$ cat config.mk
export PLATFORM = sky130hd
export DESIGN_NAME = lzc_gauss
export DESIGN_NICKNAME = d
export VERILOG_FILES = /design/src/hw/rtl/lzc_pkg.sv /design/src/hw/rtl/lzc_gauss.sv
export SDC_FILE = /design/constraint.sdc
export NUM_CORES = 2
export LEC_CHECK = 0
export CAP_MARGIN = 20
export CORE_ASPECT_RATIO = 2
export CORE_MARGIN = 8
export CORE_UTILIZATION = 45
export DETAILED_ROUTE_END_ITERATION = 16
export DONT_BUFFER_PORTS = 1
export GPL_TIMING_DRIVEN = 0
export PLACE_DENSITY_LB_ADDON = 0.3
export SYNTH_ARGS = -nofsm -noshare
export SYNTH_HDL_FRONTEND = slang
export SYNTH_SLANG_ARGS = --single-unit
$ cat constraint.sdc
create_clock -name clk -period 15 [get_ports clk]
set_clock_uncertainty 0.05 [all_clocks]
set_input_delay 1.5 -clock clk [delete_from_list [all_inputs] [get_ports clk]]
set_output_delay 1.5 -clock clk [all_outputs]
set_load 0.1 [all_outputs]
$ cat src/hw/rtl/lzc_pkg.sv
package lzc_pkg;

  localparam int MAX_WIDTH  = 1024;
  localparam int MAX_HEIGHT = 1024;
  localparam int MAX_RADIUS = 3;

  localparam int PIX_W     = 8;
  localparam int WT_W      = 16;
  localparam int DIM_W     = 11;
  localparam int CFG_RAD_W = 2;
  localparam int DATA_W    = 32;
  localparam int PADDR_W   = 5;

  localparam int COL_W     = $clog2(MAX_WIDTH);
  localparam int ROW_W     = $clog2(MAX_HEIGHT);
  localparam int FRM_RAD_W = $clog2(MAX_RADIUS + 1);
  localparam int TAP_N     = 2 * MAX_RADIUS + 1;
  localparam int TAP_W     = $clog2(TAP_N);
  localparam int RING_BITS = $clog2(2 * MAX_RADIUS + 6);
  localparam int ADDR_W    = RING_BITS + COL_W;
  localparam int POS_W     = ((COL_W > ROW_W) ? COL_W : ROW_W) + 3;
  localparam int LAG_W     = $clog2((MAX_RADIUS + 2) * MAX_WIDTH + MAX_RADIUS + 1);

  localparam int PROD_W    = WT_W + PIX_W;
  localparam int T_W       = PROD_W + TAP_W;
  localparam int MT_W      = WT_W + T_W;
  localparam int ACC_W     = MT_W + TAP_W;
  localparam int FRAC_SHIFT = 2 * WT_W;

  localparam int SM_N      = 13;
  localparam int SM_IDX_W  = $clog2(SM_N);
  localparam int LAP_W     = 11;

  localparam logic [PIX_W-1:0] EDGE_ON  = 8'd255;
  localparam logic [PIX_W-1:0] EDGE_OFF = 8'd0;

  typedef logic signed [POS_W-1:0] pos_t;
  typedef logic [MAX_RADIUS:0][WT_W-1:0] wts_t;
  typedef logic [SM_N-1:0][PIX_W-1:0] smooth_set_t;

  typedef struct packed {
    logic [ROW_W-1:0]     y;
    logic [COL_W-1:0]     x;
    logic [ROW_W:0]       h;
    logic [COL_W:0]       w;
    logic [FRM_RAD_W-1:0] r;
    wts_t                 wt;
  } lzc_job_t;

  typedef enum logic [1:0] {
    ST_IDLE,
    ST_RUN,
    ST_LOAD
  } ctl_state_t;

  typedef enum logic [2:0] {
    REG_IMAGE_WIDTH    = 3'd0,
    REG_IMAGE_HEIGHT   = 3'd1,
    REG_KERNEL_RADIUS  = 3'd2,
    REG_GAUSS_WEIGHT_0 = 3'd3,
    REG_GAUSS_WEIGHT_1 = 3'd4,
    REG_GAUSS_WEIGHT_2 = 3'd5,
    REG_GAUSS_WEIGHT_3 = 3'd6
  } cfg_reg_t;

  // Diamond of smoothed samples around the result pixel, radius two.
  function automatic logic signed [2:0] sm_dy(logic [SM_IDX_W-1:0] idx);
    unique case (idx)
      4'd0:                         sm_dy = -3'sd2;
      4'd1, 4'd2, 4'd3:             sm_dy = -3'sd1;
      4'd9, 4'd10, 4'd11:           sm_dy = 3'sd1;
      4'd12:                        sm_dy = 3'sd2;
      default:                      sm_dy = 3'sd0;
    endcase
  endfunction

  function automatic logic signed [2:0] sm_dx(logic [SM_IDX_W-1:0] idx);
    unique case (idx)
      4'd4:                         sm_dx = -3'sd2;
      4'd1, 4'd5, 4'd9:             sm_dx = -3'sd1;
      4'd3, 4'd7, 4'd11:            sm_dx = 3'sd1;
      4'd8:                         sm_dx = 3'sd2;
      default:                      sm_dx = 3'sd0;
    endcase
  endfunction

endpackage

$ cat src/hw/rtl/lzc_gauss.sv
module lzc_gauss (
  input  logic                       clk,
  input  logic                       rst,
  input  logic                       start,
  input  lzc_pkg::lzc_job_t          job,
  output logic [lzc_pkg::ADDR_W-1:0] rd_addr,
  input  logic [lzc_pkg::PIX_W-1:0]  rd_data,
  output lzc_pkg::smooth_set_t       smooth,
  output logic                       done
);

  function automatic lzc_pkg::pos_t clamp_pos(lzc_pkg::pos_t v, lzc_pkg::pos_t n);
    if (v < 0) begin
      clamp_pos = '0;
    end else if (v >= n) begin
      clamp_pos = n - 1;
    end else begin
      clamp_pos = v;
    end
  endfunction

  function automatic logic [lzc_pkg::FRM_RAD_W-1:0] tap_dist(
    logic [lzc_pkg::TAP_W-1:0] k, logic [lzc_pkg::FRM_RAD_W-1:0] r);
    logic [lzc_pkg::TAP_W-1:0] rr;
    rr = lzc_pkg::TAP_W'(r);
    if (k >= rr) begin
      tap_dist = lzc_pkg::FRM_RAD_W'(k - rr);
    end else begin
      tap_dist = lzc_pkg::FRM_RAD_W'(rr - k);
    end
  endfunction

  logic                             busy;
  logic [lzc_pkg::SM_IDX_W-1:0]     sidx;
  logic [lzc_pkg::SM_IDX_W-1:0]     oidx;
  logic [lzc_pkg::TAP_W-1:0]        mi;
  logic [lzc_pkg::TAP_W-1:0]        ni;
  logic [lzc_pkg::TAP_W-1:0]        two_r;
  logic                             row_last;
  logic                             sm_last;
  lzc_pkg::pos_t                    sy;
  lzc_pkg::pos_t                    sx;
  lzc_pkg::pos_t                    ry;
  lzc_pkg::pos_t                    rx;
  logic [lzc_pkg::WT_W-1:0]         wn;
  logic [lzc_pkg::WT_W-1:0]         wm;

  logic                             s1_valid;
  logic                             s1_rowlast;
  logic                             s1_smlast;
  logic [lzc_pkg::WT_W-1:0]         s1_wn;
  logic [lzc_pkg::WT_W-1:0]         s1_wm;
  logic                             s2_valid;
  logic                             s2_rowlast;
  logic                             s2_smlast;
  logic [lzc_pkg::WT_W-1:0]         s2_wm;
  logic [lzc_pkg::PROD_W-1:0]       s2_prod;
  logic [lzc_pkg::T_W-1:0]          t;
  logic [lzc_pkg::T_W-1:0]          tsum;
  logic                             s3_valid;
  logic                             s3_smlast;
  logic [lzc_pkg::WT_W-1:0]         s3_wm;
  logic [lzc_pkg::T_W-1:0]          s3_rowtot;
  logic                             s4_valid;
  logic                             s4_smlast;
  logic [lzc_pkg::MT_W-1:0]         s4_prod;
  logic [lzc_pkg::ACC_W-1:0]        acc;
  logic [lzc_pkg::ACC_W-1:0]        asum;
  logic [lzc_pkg::ACC_W-lzc_pkg::FRAC_SHIFT-1:0] hi;
  logic [lzc_pkg::PIX_W-1:0]        sat;

  // Tap address: clamp the smoothed sample position, then the raw tap.
  always_comb begin
    two_r    = lzc_pkg::TAP_W'(job.r) << 1;
    row_last = (ni == two_r);
    sm_last  = row_last && (mi == two_r);
    sy = clamp_pos(lzc_pkg::pos_t'(job.y) + lzc_pkg::pos_t'(lzc_pkg::sm_dy(sidx)),
                   lzc_pkg::pos_t'(job.h));
    sx = clamp_pos(lzc_pkg::pos_t'(job.x) + lzc_pkg::pos_t'(lzc_pkg::sm_dx(sidx)),
                   lzc_pkg::pos_t'(job.w));
    ry = clamp_pos(sy + lzc_pkg::pos_t'(mi) - lzc_pkg::pos_t'(job.r),
                   lzc_pkg::pos_t'(job.h));
    rx = clamp_pos(sx + lzc_pkg::pos_t'(ni) - lzc_pkg::pos_t'(job.r),
                   lzc_pkg::pos_t'(job.w));
    rd_addr = {ry[lzc_pkg::RING_BITS-1:0], rx[lzc_pkg::COL_W-1:0]};
    wn = job.wt[tap_dist(ni, job.r)];
    wm = job.wt[tap_dist(mi, job.r)];
  end

  always_comb begin
    tsum = t + lzc_pkg::T_W'(s2_prod);
    asum = acc + lzc_pkg::ACC_W'(s4_prod);
    hi   = asum[lzc_pkg::ACC_W-1:lzc_pkg::FRAC_SHIFT];
    if (hi > $bits(hi)'(255)) begin
      sat = 8'd255;
    end else begin
      sat = hi[lzc_pkg::PIX_W-1:0];
    end
  end

  always_ff @(posedge clk) begin
    if (rst) begin
      busy     <= 1'b0;
      sidx     <= '0;
      mi       <= '0;
      ni       <= '0;
      oidx     <= '0;
      s1_valid <= 1'b0;
      s2_valid <= 1'b0;
      s3_valid <= 1'b0;
      s4_valid <= 1'b0;
      done     <= 1'b0;
    end else begin
      done <= 1'b0;
      if (start) begin
        busy <= 1'b1;
        sidx <= '0;
        mi   <= '0;
        ni   <= '0;
        oidx <= '0;
      end else if (busy) begin
        if (sm_last) begin
          ni <= '0;
          mi <= '0;
          sidx <= sidx + 1'b1;
          if (sidx == lzc_pkg::SM_IDX_W'(lzc_pkg::SM_N - 1)) begin
            busy <= 1'b0;
          end
        end else if (row_last) begin
          ni <= '0;
          mi <= mi + 1'b1;
        end else begin
          ni <= ni + 1'b1;
        end
      end
      s1_valid <= busy && !start;
      s2_valid <= s1_valid;
      s3_valid <= s2_valid && s2_rowlast;
      s4_valid <= s3_valid;
      if (s4_valid && s4_smlast) begin
        oidx <= oidx + 1'b1;
        if (oidx == lzc_pkg::SM_IDX_W'(lzc_pkg::SM_N - 1)) begin
          done <= 1'b1;
        end
      end
    end
  end

  always_ff @(posedge clk) begin
    s1_rowlast <= row_last;
    s1_smlast  <= sm_last;
    s1_wn      <= wn;
    s1_wm      <= wm;
    s2_rowlast <= s1_rowlast;
    s2_smlast  <= s1_smlast;
    s2_wm      <= s1_wm;
    s2_prod    <= lzc_pkg::PROD_W'(s1_wn) * lzc_pkg::PROD_W'(rd_data);
    s3_smlast  <= s2_smlast;
    s3_wm      <= s2_wm;
    s3_rowtot  <= tsum;
    s4_smlast  <= s3_smlast;
    s4_prod    <= lzc_pkg::MT_W'(s3_wm) * lzc_pkg::MT_W'(s3_rowtot);
    if (start) begin
      t   <= '0;
      acc <= '0;
    end else begin
      if (s2_valid) begin
        t <= s2_rowlast ? '0 : tsum;
      end
      if (s4_valid) begin
        acc <= s4_smlast ? '0 : asum;
      end
    end
    if (s4_valid && s4_smlast) begin
      smooth[oidx] <= sat;
    end
  end

endmodule

# After elaboration in Yosys (flattened, before gate mapping)
# Memory sizes are Yosys's and may differ from the RTL's. A register that Yosys moved wholly into a read port is not among the register bits.
# Index checks and enable logic that the tools add are counted.
word_totals:
  regBits: 361
  latch_bits: 0
  ram_bits: 0
  rom_bits: 96
  input_bits: 119
  memories: 2
classes:
  addsub: 18
  mul: 2
  n_div: 0
  n_lt_le_gt_ge: 15
  n_eq_ne: 4
  shift: 0
  muxes: 35
  bitwise: 1
  reduce_logical: 12
mem_list:
  columns: ["name", "words", "width", "rd", "rd_clocked_by_memory_dff", "write_ports", "line_no", "text"]
  rows:
  - ["(name not given)", 16, 3, 1, 1, 0, "lzc_pkg.sv:68", "unique case (idx)"]
  - ["(name not given)", 16, 3, 1, 1, 0, "lzc_pkg.sv:78", "unique case (idx)"]
ops:
  columns: ["cell", "count"]
  rows:
  - ["bitwise mux 104 bit", 1]
  - ["binary-select mux 16 bit (select 2 bit)", 2]
  - ["two-way mux 13 bit", 4]
  - ["adder 46 x 43 -> 46 bit", 1]
  - ["two-way mux 46 bit", 1]
  - ["multiplier 16 x 27 -> 43 bit", 1]
  - ["demux 8 bit (select 4 bit)", 1]
  - ["two-way mux 16 bit", 2]
  - ["two-way mux 4 bit", 8]
  - ["adder 27 x 24 -> 27 bit", 1]
  - ["two-way mux 27 bit", 1]
  - ["adder 13 x 4 -> 13 bit", 2]
  - [">= comparator 13 x 12 -> 1 bit", 2]
  - ["less-than comparator 13 x 1 -> 1 bit, second input constant", 2]
  - ["subtractor 13 x 3 -> 13 bit", 2]
  - ["adder 11 x 3 -> 12 bit", 2]
  - [">= comparator 12 bit", 2]
  - ["less-than comparator 12 x 1 -> 1 bit, second input constant", 2]
  - ["multiplier 16 x 8 -> 24 bit", 1]
  - ["subtractor 11 x 1 -> 12 bit, second input constant", 2]
  - ["two-way mux 10 bit", 2]
  - ["two-way mux 8 bit", 2]
  - ["greater-than comparator 14 x 8 -> 1 bit, second input constant", 1]
  - ["two-way mux 3 bit", 4]
  - ["17 further kinds", 38]

# Logic depth before layout (Yosys ltp)
depth:
  word_depth: 9
  mapped_depth: 39
  mapped_depth_nobuf: 37

# Worst setup path before layout
# Ideal clock, no wire load.
synth_timing:
  path_kind: "input-to-output"
  startpoint: "input job[98] (netlist name)"
  endpoint: "output rd_addr[10] (netlist name)"
  arrival_ns: 9.858
  t_required_ns: 13.450
  setup_slack_ns: 3.592
  cell_stages: 34
  n_path_buf: 1
  path_cell_list: "ha_1 > inv_1 > fa_1 > nor2b_1 > o21ai_0 > a21boi_0 > o21ai_0 > a21boi_0 > o21ai_0 > a21boi_0 > mux2i_1 > nand2_1 > ha_1 > o211ai_1 > o21ai_1 > buf_2 > nor2_1 > a211oi_1 > fa_1 > ha_1 > a21o_1 > a21oi_1 > o21bai_1 > a21o_1 > a21oi_1 > o21bai_1 > xor2_1 > ha_1 > a21o_1 > a211oi_1 > o21ai_0 > a221oi_2 > nor2_1 > a211oi_1"
synth_via:
  elab_chain_len: 9
synth_rtl:
  columns: ["element", "line_no", "text"]
  rows:
  - ["start, declared", "lzc_gauss.sv:5", "input lzc_pkg::lzc_job_t job,"]
  - ["adder 11 x 3 -> 12 bit *", "lzc_gauss.sv:77", "sy = clamp_pos(lzc_pkg::pos_t'(job.y) + lzc_pkg::pos_t'(lzc_pkg::sm_dy(sidx)),"]
  - [">= comparator 12 bit", "lzc_gauss.sv:15", "end else if (v >= n) begin"]
  - ["two-way mux 13 bit", "lzc_gauss.sv:15", null]
  - ["two-way mux 13 bit *", "lzc_gauss.sv:13", "if (v < 0) begin"]
  - ["adder 13 x 4 -> 13 bit *", "lzc_gauss.sv:81", "ry = clamp_pos(sy + lzc_pkg::pos_t'(mi) - lzc_pkg::pos_t'(job.r),"]
  - ["subtractor 13 x 3 -> 13 bit *", "lzc_gauss.sv:81", null]
  - [">= comparator 13 x 12 -> 1 bit", "lzc_gauss.sv:15", null]
  - ["two-way mux 4 bit", "lzc_gauss.sv:15", null]
  - ["two-way mux 4 bit *", "lzc_gauss.sv:13", null]
  - ["end, declared", "lzc_gauss.sv:6", "output logic [lzc_pkg::ADDR_W-1:0] rd_addr,"]
# Mark *: on every way between the ends. The rest lies on a longest branch, timed or not.

# Final worst setup path
# Ends and elaborated chain as after synthesis.

==> impl_results.md <==
* Status: completed
* Antenna violations before repair at 3
* Yosys cell types at 95
* Avg WL per Cell at ~22 um
* Area contributors post-synth: fa_1 (24%), dfxtp_1 (15%), ha_1 (12%), edfxtp_1 (8.6%), inv_1 (5.7%)
* Slew headroom at about 25%
* Reg-to-reg critical path startpoint: s3_wm[3]
* Fin crit period at 12.01 ns
* Clock slew at reported path FFs at 0.07 ns
* Hold_buf cts at 0
* CTS HTree Levels at 2
* Sequential share of the synthesized area at about 23%
* Drt total wl at 110300 um
* Gp weighted congestion at 0.9939
* Critical Path RT at 13.45 ns
* Most used DFF post-synth: dfxtp_1
* Antenna viol nets, final at 0
* # Post-CTS Setup Buffers at 0
* Most common cell after layout, fill and taps aside: inv_1
* Max Freq at 83.27 MHz
* I/O Buffers at 0
* Layout cells sized above 1 at 4.876%
* Cell repeated most along the worst path: ha_1
* Routed via count at 27627
* Finished Layout Cells at 4962
* GRT Total Usage at 24.22%
* Clk_lat worst skew at just under 0.6 ns
* Die Width at 216.5 um
* Endpoints failing setup at 0
* Syn Inst Count at 3835
* Share of Yosys cell area claimed by the top area cell type at around 24%
* Hpwl dp at 93520 um
* Mean Syn Cell Area at roughly 9.4 um^2
* Drt initial violations at 1313
* WS Path Type: in2out
* Setup crit end kind: output pin
* Vias in the first global route at slightly above 30000
* Worst hold path type: reg2reg
* Reg2reg end: s4_prod[42]
* Core area at 80010 um^2
* Worst Max-Slew Pin Slew at 1.121 ns
* Layout Nets at 4785
* Hold path cells at 0
* RSZ-0062 raised after global routing: false
* Placed cells at 4895
* Die area at between 90000 and 100000 um^2
* WP data arrival at 10.46 ns
* Hold Path End: s3_smlast
* Final hold vios at 0
* TritonCTS clock tree: yes
* DR vias/cell at around 5.6
* Number of synthesized flops with an enable pin at 104
* DRC at 0
* Clk root buf: clkbuf_16
* Pre-antenna DRT Iters at 7
* CP Max Fanout at 10
* HP Start: s2_smlast
* Clk sink count at 367
* Largest net degree at the start of global routing at 19
* Largest area contributor in the netlist: fa_1
* Setup tns final at 0 ns
* First-pass GRT wire length at 167800 um
* Cts bufs inserted at 36
* CTS Buffer Depth at 3
* Syn Nets at about 4700
* Seq cells post-synth at about 370
* Cts repair resizes at 0
* Mapped Area at 36200 um^2
* Area grow syn2layout at 8.396%
* Worst setup SP type: primary input
* Grt total ovfl at 0
* FF-to-FF setup slack at around 6.6 ns
* FP Rows at between 100 and 150
* Final Max Tran Viols at 0
* CP max stage delay at between 0.9 and 1 ns
* Slowest-stage cell, CP: a211oi_4
* Ports at between 200 and 250
* Yosys warns at 0
* Initial Util at 45.24%
* Ys async rst share at 0%
* Total of max-cap violations at 0
* Most frequent cells in the layout: inv_1 (546), nand2_1 (518), fa_1 (440)
* Fin crit share at around four fifths
* Die Y at approximately 420 um
* Worst reg2reg path depth at 25
-- kinds of logic (layout without fill, tap and decap cells) --
logic type,count (synthesis),count (layout),share of synthesized area (%)
DFF,367,367,23.17
and+or+nand+nor,1169,1169,15.33
other,0,2,0
AOI/OAI and AO/OA,608,608,11.66
xor gates and xnor gates,166,166,4.037
buffers and inverters,696,778,7.252
adders and majority gates,776,776,35.95
muxes,53,53,2.596
-- synth_stat cells, drive strengths merged, types with 34 or more instances --
| cell | instances |
|---|---|
| dfxtp | 263 |
| nor3 | 49 |
| a21o | 91 |
| fa | 440 |
| nor2b | 35 |
| inv | 548 |
| edfxtp | 104 |
| o211ai | 34 |
| nand3 | 40 |
| ha | 336 |
| o21ai | 91 |
| xor2 | 50 |
| a21oi | 177 |
| clkbuf | 137 |
| nand2 | 518 |
| xnor2 | 116 |
| nor2 | 184 |
| and2 | 210 |
-- area by class of cell --
type                       count  area (um^2)
fill                        7516        40770
multi-input combinational   2772        25250
sequential                   367         8388
inverter                     548         2057
tap                         1043         1305
clock buffer                  42        963.4
buffer                       148        568.0
timing repair buffer          17        419.2
clock inverter                23        279.0
antenna                        2        5.005
-- how the worst max path moves through the flow --
| stage | start | to | slack [ns] | depth (start not counted) |
|---|---|---|---|---|
| 2_1_floorplan | job[98] | rd_addr[10] | 3.59 | 34 |
| 3_3_place_gp | job[98] | rd_addr[10] | 1.77 | 36 |
| 3_5_place_dp | job[98] | rd_addr[10] | 2.93 | 36 |
| 4_1_cts | job[98] | rd_addr[10] | 2.93 | 36 |
| 5_1_grt | job[98] | rd_addr[10] | 2.30 | 36 |
| 6_report | job[98] | rd_addr[10] | 2.99 | 36 |
-- per-stage QoR --
| step | utilization, % | instance area, um^2 | hold slack (ns) | setup slack [ns] |
|---|---|---|---|---|
| 5_1_grt | 49.04 | 39240 | 0.2808 | 2.300 |
| 2_1_floorplan | - | 36200 | 0.2596 | 3.592 |
| 6_report | 49.04 | 39240 | 0.2752 | 2.991 |
| 4_1_cts | 49.03 | 39230 | 0.2688 | 2.927 |
| 3_3_place_gp | 46.87 | 37500 | 0.2614 | 1.771 |
| 3_5_place_dp | 47.48 | 37990 | 0.2621 | 2.929 |
-- per-layer routing --
metal	wire length, um	vias up	part of all wire (%)	GRT usage (%)
met5	10	-	0.0091	0
met4	11310	2	10	21.53
met3	5236	484	4.7	3.798
met2	61680	935	56	49.14
met1	32040	13525	29	18.83
li1	-	12681	-	-
-- worst max-delay path, delay by kind of cell --
kind                       cells  cell delay [ns]
buffers and inverters          4             0.92
muxes                          1             0.22
and+or+nand+nor                5             0.73
adders and majority gates      7             2.12
AOI/OAI and AO/OA             18             4.75
xor gates and xnor gates       1             0.15
-- registers in the layout, indices dropped and copies added, names as in the netlist, 3 cells and up, named ones only --
register and cells:
mi 3, s2_prod 24, acc 46, oidx 4, sidx 4, s4_prod 43, ni 3, s2_wm 16
s1_wn 16, s1_wm 16, s3_rowtot 27, t 27, smooth 104, s3_wm 16
Power is not shown: default switching activity piles up to over one toggle a cycle in this logic, so the estimate is an artifact.
