`src/hw/rtl/lzc_pkg.sv`:
```
package lzc_pkg;

  localparam int MAX_WIDTH  = 1024;
  localparam int MAX_HEIGHT = 1024;
  localparam int MAX_RADIUS = 3;

  localparam int PIX_W     = 8;
  localparam int WT_W      = 16;
  localparam int DIM_W     = 11;
  localparam int CFG_RAD_W = 2;
  localparam int DATA_W    = 32;
  localparam int PADDR_W   = 5;

  localparam int COL_W     = $clog2(MAX_WIDTH);
  localparam int ROW_W     = $clog2(MAX_HEIGHT);
  localparam int FRM_RAD_W = $clog2(MAX_RADIUS + 1);
  localparam int TAP_N     = 2 * MAX_RADIUS + 1;
  localparam int TAP_W     = $clog2(TAP_N);
  localparam int RING_BITS = $clog2(2 * MAX_RADIUS + 6);
  localparam int ADDR_W    = RING_BITS + COL_W;
  localparam int POS_W     = ((COL_W > ROW_W) ? COL_W : ROW_W) + 3;
  localparam int LAG_W     = $clog2((MAX_RADIUS + 2) * MAX_WIDTH + MAX_RADIUS + 1);

  localparam int PROD_W    = WT_W + PIX_W;
  localparam int T_W       = PROD_W + TAP_W;
  localparam int MT_W      = WT_W + T_W;
  localparam int ACC_W     = MT_W + TAP_W;
  localparam int FRAC_SHIFT = 2 * WT_W;

  localparam int SM_N      = 13;
  localparam int SM_IDX_W  = $clog2(SM_N);
  localparam int LAP_W     = 11;

  localparam logic [PIX_W-1:0] EDGE_ON  = 8'd255;
  localparam logic [PIX_W-1:0] EDGE_OFF = 8'd0;

  typedef logic signed [POS_W-1:0] pos_t;
  typedef logic [MAX_RADIUS:0][WT_W-1:0] wts_t;
  typedef logic [SM_N-1:0][PIX_W-1:0] smooth_set_t;

  typedef struct packed {
    logic [ROW_W-1:0]     y;
    logic [COL_W-1:0]     x;
    logic [ROW_W:0]       h;
    logic [COL_W:0]       w;
    logic [FRM_RAD_W-1:0] r;
    wts_t                 wt;
  } lzc_job_t;

  typedef enum logic [1:0] {
    ST_IDLE,
    ST_RUN,
    ST_LOAD
  } ctl_state_t;

  typedef enum logic [2:0] {
    REG_IMAGE_WIDTH    = 3'd0,
    REG_IMAGE_HEIGHT   = 3'd1,
    REG_KERNEL_RADIUS  = 3'd2,
    REG_GAUSS_WEIGHT_0 = 3'd3,
    REG_GAUSS_WEIGHT_1 = 3'd4,
    REG_GAUSS_WEIGHT_2 = 3'd5,
    REG_GAUSS_WEIGHT_3 = 3'd6
  } cfg_reg_t;

  // Diamond of smoothed samples around the result pixel, radius two.
  function automatic logic signed [2:0] sm_dy(logic [SM_IDX_W-1:0] idx);
    unique case (idx)
      4'd0:                         sm_dy = -3'sd2;
      4'd1, 4'd2, 4'd3:             sm_dy = -3'sd1;
      4'd9, 4'd10, 4'd11:           sm_dy = 3'sd1;
      4'd12:                        sm_dy = 3'sd2;
      default:                      sm_dy = 3'sd0;
    endcase
  endfunction

  function automatic logic signed [2:0] sm_dx(logic [SM_IDX_W-1:0] idx);
    unique case (idx)
      4'd4:                         sm_dx = -3'sd2;
      4'd1, 4'd5, 4'd9:             sm_dx = -3'sd1;
      4'd3, 4'd7, 4'd11:            sm_dx = 3'sd1;
      4'd8:                         sm_dx = 3'sd2;
      default:                      sm_dx = 3'sd0;
    endcase
  endfunction

endpackage

```
`src/hw/rtl/lzc_zero_cross.sv`:
```
module lzc_zero_cross (
  input  lzc_pkg::smooth_set_t      smooth,
  output logic [lzc_pkg::PIX_W-1:0] edge_value
);

  typedef logic signed [lzc_pkg::LAP_W-1:0] lap_t;

  function automatic lap_t lap5(logic [lzc_pkg::PIX_W-1:0] c, logic [lzc_pkg::PIX_W-1:0] u,
                                logic [lzc_pkg::PIX_W-1:0] d, logic [lzc_pkg::PIX_W-1:0] l,
                                logic [lzc_pkg::PIX_W-1:0] r);
    lap5 = (lap_t'(c) <<< 2) - lap_t'(u) - lap_t'(d) - lap_t'(l) - lap_t'(r);
  endfunction

  function automatic logic opposite(lap_t a, lap_t b);
    opposite = (a > 0 && b < 0) || (a < 0 && b > 0);
  endfunction

  lap_t lc;
  lap_t lu;
  lap_t ld;
  lap_t ll;
  lap_t lr;

  // Sample order: row -2 (0), row -1 (1..3), row 0 (4..8), row +1 (9..11), row +2 (12).
  always_comb begin
    lc = lap5(smooth[6],  smooth[2], smooth[10], smooth[5], smooth[7]);
    lu = lap5(smooth[2],  smooth[0], smooth[6],  smooth[1], smooth[3]);
    ld = lap5(smooth[10], smooth[6], smooth[12], smooth[9], smooth[11]);
    ll = lap5(smooth[5],  smooth[1], smooth[9],  smooth[4], smooth[6]);
    lr = lap5(smooth[7],  smooth[3], smooth[11], smooth[6], smooth[8]);
    if (opposite(lc, lu) || opposite(lc, ld) || opposite(lc, ll) || opposite(lc, lr)) begin
      edge_value = lzc_pkg::EDGE_ON;
    end else begin
      edge_value = lzc_pkg::EDGE_OFF;
    end
  end

endmodule

```
`config.mk`:
```
export PLATFORM = sky130hd
export DESIGN_NAME = lzc_zero_cross
export DESIGN_NICKNAME = d
export VERILOG_FILES = /design/src/hw/rtl/lzc_pkg.sv /design/src/hw/rtl/lzc_zero_cross.sv
export SDC_FILE = /design/constraint.sdc
export NUM_CORES = 1
export LEC_CHECK = 0
export BUFFER_PORTS_ARGS = -buffer_cell sky130_fd_sc_hd__buf_2
export CAP_MARGIN = 20
export CORE_MARGIN = 5
export CORE_UTILIZATION = 50
export DETAILED_ROUTE_END_ITERATION = 8
export PLACE_DENSITY = 0.76
export SYNTH_ARGS = -nofsm -noshare
export SYNTH_HDL_FRONTEND = slang
export SYNTH_SLANG_ARGS = --single-unit
```
`constraint.sdc`:
```
create_clock -name vclk -period 4.68
set_input_delay 0 -clock vclk [all_inputs]
set_output_delay 0 -clock vclk [all_outputs]
set_load 0.1 [all_outputs]
```
### Word level (Yosys, flattened, before mapping)

Index checks and enable logic that the tools add are counted.

| storage, ports and cells | value |
|---|---|
| latch bits | 0 |
| memory bits (read-only) | 0 |
| bits of input ports | 104 |
| memories kept | 0 |
| logic and storage cells | 46 |
| bits in registers | 0 |
| memory bits (writable) | 0 |

| cells by class | value |
|---|---|
| $lt $le $gt $ge | 10 |
| $add $sub $neg | 20 |
| equal/unequal tests | 0 |
| bitwise gates (word level) | 0 |
| shifts and indexed selects | 0 |
| multiplexer cells | 1 |
| multipliers | 0 |
| reductions and logical operators | 15 |
| divide/modulo/power cells | 0 |

Operator list:

| kind | number |
|---|---|
| 11-bit by 9-bit subtractor with 11-bit output | 15 |
| 11-bit by 1-bit greater-than comparator with 1-bit output, second input constant | 5 |
| 11-bit by 1-bit less-than comparator with 1-bit output, second input constant | 5 |
| 10-bit by 8-bit subtractor with 11-bit output | 5 |
| 1-bit logical AND | 8 |
| 8-bit 2-to-1 mux | 1 |
| 1-bit logical OR | 7 |

### Logic depth before layout (Yosys ltp)

Gate-level depths: netlist of the first run.

| logic depth | value |
|---|---|
| depth in word-level cells | 11 |
| gate-level depth with buffers | 17 |
| depth with buffers taken out | 16 |

### Worst setup path after synthesis of the first run

OpenSTA, ideal clock, no wires.

| path | value |
|---|---|
| path type | in2out |
| start point | input port smooth[52] (netlist name) |
| end point | output port edge_value[1] (netlist name) |
| stages on the path | 16 |
| setup slack | -0.740 ns |
| required time | 4.680 ns |
| data arrival time | 5.420 ns |
| cells stage by stage | inv_1 -> fa_1 -> inv_1 -> fa_1 -> inv_1 -> fa_1 -> ha_1 -> a21o_1 -> a221oi_2 -> xor2_1 -> o2111ai_1 -> nor4_2 -> a32oi_1 -> a221oi_2 -> mux2i_1 -> buf_4 |

| on the way | value |
|---|---|
| longest elaborated chain between the ends | 11 |
| elaborated cells between the ends (all ways) | 40 |
| classes of those cells | add/sub (14); order compare (10); mux (1); reduce/logical (15) |

RTL lines:

| element | line | source |
|---|---|---|
| start: declaration | lzc_zero_cross.sv:2 | `input lzc_pkg::smooth_set_t smooth,` |
| 10-bit by 8-bit subtractor with 11-bit output | lzc_zero_cross.sv:11 | `lap5 = (lap_t'(c) <<< 2) - lap_t'(u) - lap_t'(d) - lap_t'(l) - lap_t'(r);` |
| 11-bit by 9-bit subtractor with 11-bit output (3 in series) | lzc_zero_cross.sv:11 |  |
| 11-bit by 1-bit greater-than comparator with 1-bit output or 11-bit by 1-bit less-than comparator with 1-bit output (tied branches) | lzc_zero_cross.sv:15 | `opposite = (a > 0 && b < 0) \|\| (a < 0 && b > 0);` |
| 1-bit logical AND | lzc_zero_cross.sv:15 |  |
| 1-bit logical OR | lzc_zero_cross.sv:15 |  |
| 1-bit logical OR (2 in series) | lzc_zero_cross.sv:31 | `if (opposite(lc, lu) \|\| opposite(lc, ld) \|\| opposite(lc, ll) \|\| opposite(lc, lr)) begin` |
| 1-bit logical OR * | lzc_zero_cross.sv:31 |  |
| 8-bit 2-to-1 mux * | lzc_zero_cross.sv:31 |  |
| end: declaration | lzc_zero_cross.sv:3 | `output logic [lzc_pkg::PIX_W-1:0] edge_value` |

Every way passes the cells marked *; elsewhere a longest branch is shown, timed or not.

### Worst setup path after layout of the first run

| path | value |
|---|---|
| start point | input port smooth[49] (netlist name) |
| end point | output port edge_value[4] (netlist name) |

The elaborated chain is that of the path after synthesis.

==> results of run 1 <==
==> cells in the final DEF, fill, tap and decap left out, drive strengths merged, types with 5 or more instances in the layout <==
cell    Yosys  layout
nand2      16      16
nor2       11      11
nor3        6       6
o21a        6       6
xnor2       5       5
a21o       14      14
nand3       5       5
o21ai      21      21
xor2       16      16
o211ai      7       7
a21oi      26      26
ha         66      66
a211oi      9       9
buf         7     117
fa        115     115
or3         6       6
inv       220     220
==> synth_stat cells, drive strengths merged, types with 5 or more instances <==
master,count,area (um2)
nand3,5,25.0
inv,220,826
a211oi,9,67.6
o21a,6,45.0
buf,7,52.6
o211ai,7,52.6
o21ai,21,109
a21o,14,105
xor2,16,140
xnor2,5,43.8
nor2,11,41.3
a21oi,26,130
fa,115,2300
or3,6,37.5
nor3,6,30.0
nand2,16,60.1
ha,66,826
==> per-layer routing <==
layer	vias to the layer above	GRT usage, %	wire [um]
li1	2140	-	-
met1	2049	28.2	5670
met2	162	35.2	6060
met3	20	1.27	805
met4	0	3.64	300
met5	-	0	0
==> logic make-up after synthesis <==
logic type / Yosys count / synth area share (%)
AOI/OAI and AO/OA: 116 / 15.1
xor gates and xnor gates: 21 / 3.39
adders and majority gates: 181 / 57.7
buffers and inverters: 227 / 16.2
muxes: 5 / 0.970
and+or+nand+nor: 67 / 6.56
==> layout make-up <==
| class | count | area share (%) |
|---|---|---|
| Inverter | 220 | 13.4 |
| Multi-Input combinational cell | 390 | 73.8 |
| Tap cell | 140 | 2.84 |
| Timing Repair Buffer | 117 | 10.0 |
==> path summary, 6_finish.rpt <==
check / cells past startpoint / start / end / slack, ns
min: 5 / smooth[55] / edge_value[0] / 0.90
max: 17 / smooth[49] / edge_value[4] / 0.20
==> tightest hold or removal path: stages <==
cell,delay (ns)
sky130_fd_sc_hd__buf_2,0.17
sky130_fd_sc_hd__ha_1,0.17
sky130_fd_sc_hd__a21oi_1,0.08
sky130_fd_sc_hd__mux2i_4,0.23
sky130_fd_sc_hd__buf_4,0.25
==> through the flow <==
step                setup WS [ns]  std cells
global route               0.0123        867
finish                      0.198        867
global placement            0.147        867
floorplan                   0.451        617
detailed placement         0.0544        867
CTS                        0.0337        867
==> where the power goes <==
| part | internal [mW] | leakage, nW | switching [mW] |
|---|---|---|---|
| clock network | 0 | 0 | 0 |
| logic | 0.980 | 3.50 | 1.43 |
| registers | 0 | 0 | 0 |
| total | 0.980 | 3.50 | 1.43 |
==> repair_timing <==
| item | CTS | global route |
|---|---|---|
| endpoints found under the setup margin | 0 | 8 |
| gates resized for setup | 0 | 17 |
| buffers inserted | 0 | 0 |
==> out/summary.json, run 1 <==
{
  "drt_first_iter_violations": {"value": 182},
  "drv_slew": {"value": 0},
  "fillers": {"value": 995},
  "vdd_drop_max": {"value": 0.636, "unit": "mV"},
  "achievable-frequency": {"value": 0.223, "unit": "GHz"},
  "gp_routability_congestion": {"value": 0.878},
  "area_taken_by_multi_input_logic_gates": {"value": 4550, "unit": "um2"},
  "criticalPathCategory": {"value": "input pin to output port"},
  "max-cap-violations": {"value": 0},
  "critical_path_arrival": {"value": 4.48, "unit": "ns"},
  "timing.critical_path.max_delay_family": {"value": "compound AO/OA/AOI/OAI gates"},
  "floorplan.die.width": {"value": 114, "unit": "um"},
  "drt-vias-per-instance": {"value": 5.04},
  "hold_buffers": {"value": 0},
  "place_hpwl": {"value": 12200, "unit": "um"},
  "crit_chain": {"value": "buf_2, inv_1, fa_1, inv_1, fa_1, inv_1, ha_1, fa_1, a211oi_1, o21ai_0, a211oi_1, o2111ai_1, a2111oi_1, o22ai_1, a221oi_2, mux2i_4, buf_4"},
  "placeableCoreArea": {"value": 10700, "unit": "um2"},
  "post_dp_cell_area": {"value": 6150, "unit": "um2"},
  "design.final.nets": {"value": 1014},
  "setup_repair_after_global_routing_missed_its_margin": {"value": "no"},
  "drt_pass1_iterations": {"value": 4},
  "detail_route.wl_per_cell": {"value": 14.8, "unit": "um"},
  "antenna_found_initial": {"value": 0},
  "drive_gt1_share": {"value": 18.2, "unit": "%"},
  "grt_start_max_net_pins": {"value": 9},
  "layout.core_utilization": {"value": 57.5, "unit": "%"},
  "finalSetupViolCount": {"value": 0},
  "syn_area": {"value": 5420, "unit": "um2"},
  "grt_pass1_wl": {"value": 21700, "unit": "um"},
  "area_enclosed_by_the_die_boundary": {"value": 13000, "unit": "um2"},
  "antennaDiodeCount": {"value": 0},
  "worst_hold_slack": {"value": 0.899, "unit": "ns"},
  "worst_hold_path_type": {"value": "input pin to output port"},
  "wirelength": {"value": 12800, "unit": "um"},
  "area_delta_synth_final": {"value": 13.9, "unit": "%"},
  "sequential_element_share_of_the_synthesized_area": {"value": 0, "unit": "%"},
  "nClkBuffers": {"value": 0},
  "io_pins": {"value": 112},
  "dieHeight": {"value": 114, "unit": "um"},
  "worst_pin_slew": {"value": 0.539, "unit": "ns"},
  "slowest_stage_cell_crit_path": {"value": "sky130_fd_sc_hd__a2111oi_1"},
  "vias": {"value": 4371},
  "crit_path_max_fanout": {"value": 8},
  "synth_cell_type_count": {"value": 54},
  "yosysWarnings": {"value": 0},
  "worst_ep_required_time": {"value": 4.68, "unit": "ns"},
  "worst_slew_margin_rel": {"value": 63.1, "unit": "%"},
  "critPathCaptureType": {"value": "output port"},
  "max_stage_delay": {"value": 0.55, "unit": "ns"},
  "syn-num-nets": {"value": 902},
  "cellPowerDensity": {"value": 391, "unit": "nW/um2"},
  "placement_rows": {"value": 38},
  "avgSynthCellArea": {"value": 8.78, "unit": "um2"},
  "synth_cells": {"value": 617},
  "setup_tns_final": {"value": 0, "unit": "ns"},
  "number_of_global_route_vias_before_repair": {"value": 4710},
  "worstPathBufferInverterCount": {"value": 5},
  "area.sequential": {"value": 0, "unit": "um2"},
  "count_of_port_buffers_added_during_placement": {"value": 112},
  "gr-usage-all-layers": {"value": 20.2, "unit": "%"},
  "drc": {"value": 0},
  "final-hold-violation-count": {"value": 0},
  "p_total": {"value": 2.41, "unit": "mW"},
  "run_status": {"value": "finished clean"},
  "final_antenna_net_count": {"value": 0},
  "seq_cells": {"value": 0},
  "leakagePower": {"value": 3.50, "unit": "nW"},
  "grt_overflow": {"value": 0},
  "layout_min_cycle_time": {"value": 4.48, "unit": "ns"},
  "postLayoutCellArea": {"value": 6170, "unit": "um2"},
  "post-route-period-util": {"value": 95.8, "unit": "%"},
  "initial_utilization": {"value": 50.4, "unit": "%"},
  "critical_path.startpoint_type": {"value": "input pin"}
}
(Power assumes the default switching activity.)
==> run 2, diff against run 1 <==
==> constraint.sdc (replaced) <==
create_clock -name vclk -period 4.68
set_input_delay 0.234 -clock vclk [all_inputs]
set_output_delay 0.234 -clock vclk [all_outputs]
set_load 0.1 [all_outputs]
==> out/summary.json, run 2 (synthesized netlist as in run 1, its figures left out) <==
{
  "layout.cells.most_common_list": {"value": "213 x sky130_fd_sc_hd__inv_1, 112 x sky130_fd_sc_hd__fa_1, 101 x sky130_fd_sc_hd__buf_2"},
  "place_hpwl": {"value": 12700, "unit": "um"},
  "fillers": {"value": 900},
  "leakagePower": {"value": 3.89, "unit": "nW"},
  "vdd_drop_max": {"value": 0.452, "unit": "mV"},
  "power_frac_seq": {"value": 0, "unit": "%"},
  "p_total": {"value": 3.10, "unit": "mW"},
  "drt_pass1_iterations": {"value": 4},
  "design.final.nets": {"value": 1071},
  "timing.critical_path.max_delay_family": {"value": "adder cells"},
  "achievable-frequency": {"value": 0.216, "unit": "GHz"},
  "drt-vias-per-instance": {"value": 5.01},
  "max-cap-violations": {"value": 0},
  "final_antenna_net_count": {"value": 0},
  "cp-startpoint": {"value": "smooth[28]"},
  "critical_path_arrival": {"value": 4.40, "unit": "ns"},
  "io_pins": {"value": 112},
  "vias": {"value": 4633},
  "criticalPathCategory": {"value": "input pin to output port"},
  "finalSetupViolCount": {"value": 0},
  "placeableCoreArea": {"value": 10700, "unit": "um2"},
  "detail_route.wl_per_cell": {"value": 15.3, "unit": "um"},
  "drc": {"value": 0},
  "final_common_cell": {"value": "sky130_fd_sc_hd__inv_1"},
  "setup_repair_after_global_routing_missed_its_margin": {"value": "yes"},
  "worst_setup_path_endpoint": {"value": "edge_value[0]"},
  "grt_start_max_net_pins": {"value": 9},
  "switching_share": {"value": 54.3, "unit": "%"},
  "area.sequential": {"value": 0, "unit": "um2"},
  "wirelength": {"value": 14100, "unit": "um"},
  "count_of_port_buffers_added_during_placement": {"value": 112},
  "worstPathBufferInverterCount": {"value": 7},
  "antenna_found_initial": {"value": 0},
  "placement_rows": {"value": 38},
  "gp_routability_congestion": {"value": 0.943},
  "combinational_share_of_power": {"value": 100.0, "unit": "%"},
  "gr-usage-all-layers": {"value": 22.0, "unit": "%"},
  "drv_slew": {"value": 0},
  "holdCritStartpoint": {"value": "smooth[47]"},
  "area_delta_synth_final": {"value": 30.9, "unit": "%"},
  "grt_overflow": {"value": 0},
  "worst_ep_required_time": {"value": 4.45, "unit": "ns"},
  "area_taken_by_multi_input_logic_gates": {"value": 4870, "unit": "um2"},
  "antennaDiodeCount": {"value": 0},
  "globalRouteMet3Util": {"value": 1.64, "unit": "%"},
  "drt_first_iter_violations": {"value": 180},
  "run_status": {"value": "finished clean"},
  "grt-busiest-layer": {"value": "met2"},
  "crit_chain": {"value": "buf_2, inv_1, fa_1, inv_1, fa_1, inv_1, fa_1, ha_4, a21o_1, a2111o_1, a31oi_2, o2111ai_2, a2111oi_2, buf_4, o22ai_2, a221oi_2, mux2i_4, buf_12, buf_16"},
  "grt_pass1_wl": {"value": 23400, "unit": "um"},
  "max_stage_delay": {"value": 0.53, "unit": "ns"},
  "area_enclosed_by_the_die_boundary": {"value": 13000, "unit": "um2"},
  "critical_path.startpoint_type": {"value": "input pin"},
  "use_met1": {"value": 29.1, "unit": "%"},
  "setup_tns_final": {"value": 0, "unit": "ns"},
  "drive_gt1_share": {"value": 29.6, "unit": "%"},
  "initial_utilization": {"value": 50.4, "unit": "%"},
  "final-hold-violation-count": {"value": 0},
  "hold_buffers": {"value": 0},
  "worst_slew_margin_rel": {"value": 68.0, "unit": "%"},
  "post-route-period-util": {"value": 99.0, "unit": "%"},
  "dieHeight": {"value": 114, "unit": "um"},
  "worst_hold_path_type": {"value": "input pin to output port"},
  "worst_pin_slew": {"value": 0.475, "unit": "ns"},
  "grt_util_met2": {"value": 39.9, "unit": "%"},
  "floorplan.die.width": {"value": 114, "unit": "um"},
  "critical_path_depth": {"value": 19},
  "critPathCaptureType": {"value": "output port"},
  "seq_cells": {"value": 0},
  "slowest_stage_cell_crit_path": {"value": "sky130_fd_sc_hd__fa_1"},
  "power_switching": {"value": 1.68, "unit": "mW"},
  "clkPwrFrac": {"value": 0, "unit": "%"},
  "layout_min_cycle_time": {"value": 4.63, "unit": "ns"},
  "nClkBuffers": {"value": 0},
  "cellPowerDensity": {"value": 436, "unit": "nW/um2"},
  "crit_path_max_fanout": {"value": 8},
  "number_of_global_route_vias_before_repair": {"value": 5043},
  "p_int": {"value": 1.42, "unit": "mW"}
}
==> run 2: cell count changes in the layout (fill, tap and decap cells not counted), moves of 5 or more <==
cell	change
sky130_fd_sc_hd__buf_6	+6
sky130_fd_sc_hd__ha_1	-12
sky130_fd_sc_hd__a21oi_1	-5
sky130_fd_sc_hd__buf_4	+43
sky130_fd_sc_hd__buf_12	+8
sky130_fd_sc_hd__inv_2	+5
sky130_fd_sc_hd__ha_4	+9
sky130_fd_sc_hd__inv_1	-7
==> run 2: metrics by stage <==
step | instances | hold WS, ns | util (%) | instance area [um2] | setup slack, ns
2_1_floorplan | 617 | 1.01 | - | 5430 | -0.0169
3_3_place_gp | 913 | 1.47 | 60.5 | 6500 | -0.250
3_5_place_dp | 913 | 1.48 | 60.5 | 6500 | -0.329
4_1_cts | 920 | 1.46 | 64.8 | 6970 | 0.00817
5_1_grt | 924 | 1.50 | 66.0 | 7100 | -0.147
6_report | 924 | 1.47 | 66.0 | 7100 | 0.0459
==> run 2: area by class of cell <==
class	count	area share [%]
Multi-Input combinational cell	390	68.6
Timing Repair Buffer	174	17.1
Inverter	220	11.8
Tap cell	140	2.47
==> run 2: timing repair <==
action,4_1_cts,5_1_grt
setup buffers,7,4
gates resized for setup,86,22
setup endpoints to repair,8,8
pin swaps,24,27
==> run 2: per-layer routing <==
metal | share of wire (%) | vias up
li1 | - | 2259
met1 | 43 | 2204
met2 | 50 | 151
met3 | 5.0 | 19
met4 | 2.3 | 0
met5 | 0 | -
==> run 2: how the worst min path moves through the flow <==
stage	cells past startpoint	slack (ns)	endpoint
after floorplan	3	1.01	edge_value[0]
after global placement	6	1.47	edge_value[0]
after detailed placement	6	1.48	edge_value[3]
after CTS	8	1.46	edge_value[5]
after global routing	7	1.50	edge_value[4]
final	8	1.47	edge_value[0]
==> run 2: power groups by stage <==
| stage | registers (mW) | clock network (mW) | logic [mW] |
|---|---|---|---|
| 6_report | 0 | 0 | 3.10 |
| 2_1_floorplan | 0 | 0 | 1.91 |
| 3_5_place_dp | 0 | 0 | 2.53 |
| 5_1_grt | 0 | 0 | 3.41 |
| 4_1_cts | 0 | 0 | 2.95 |
| 3_3_place_gp | 0 | 0 | 2.43 |
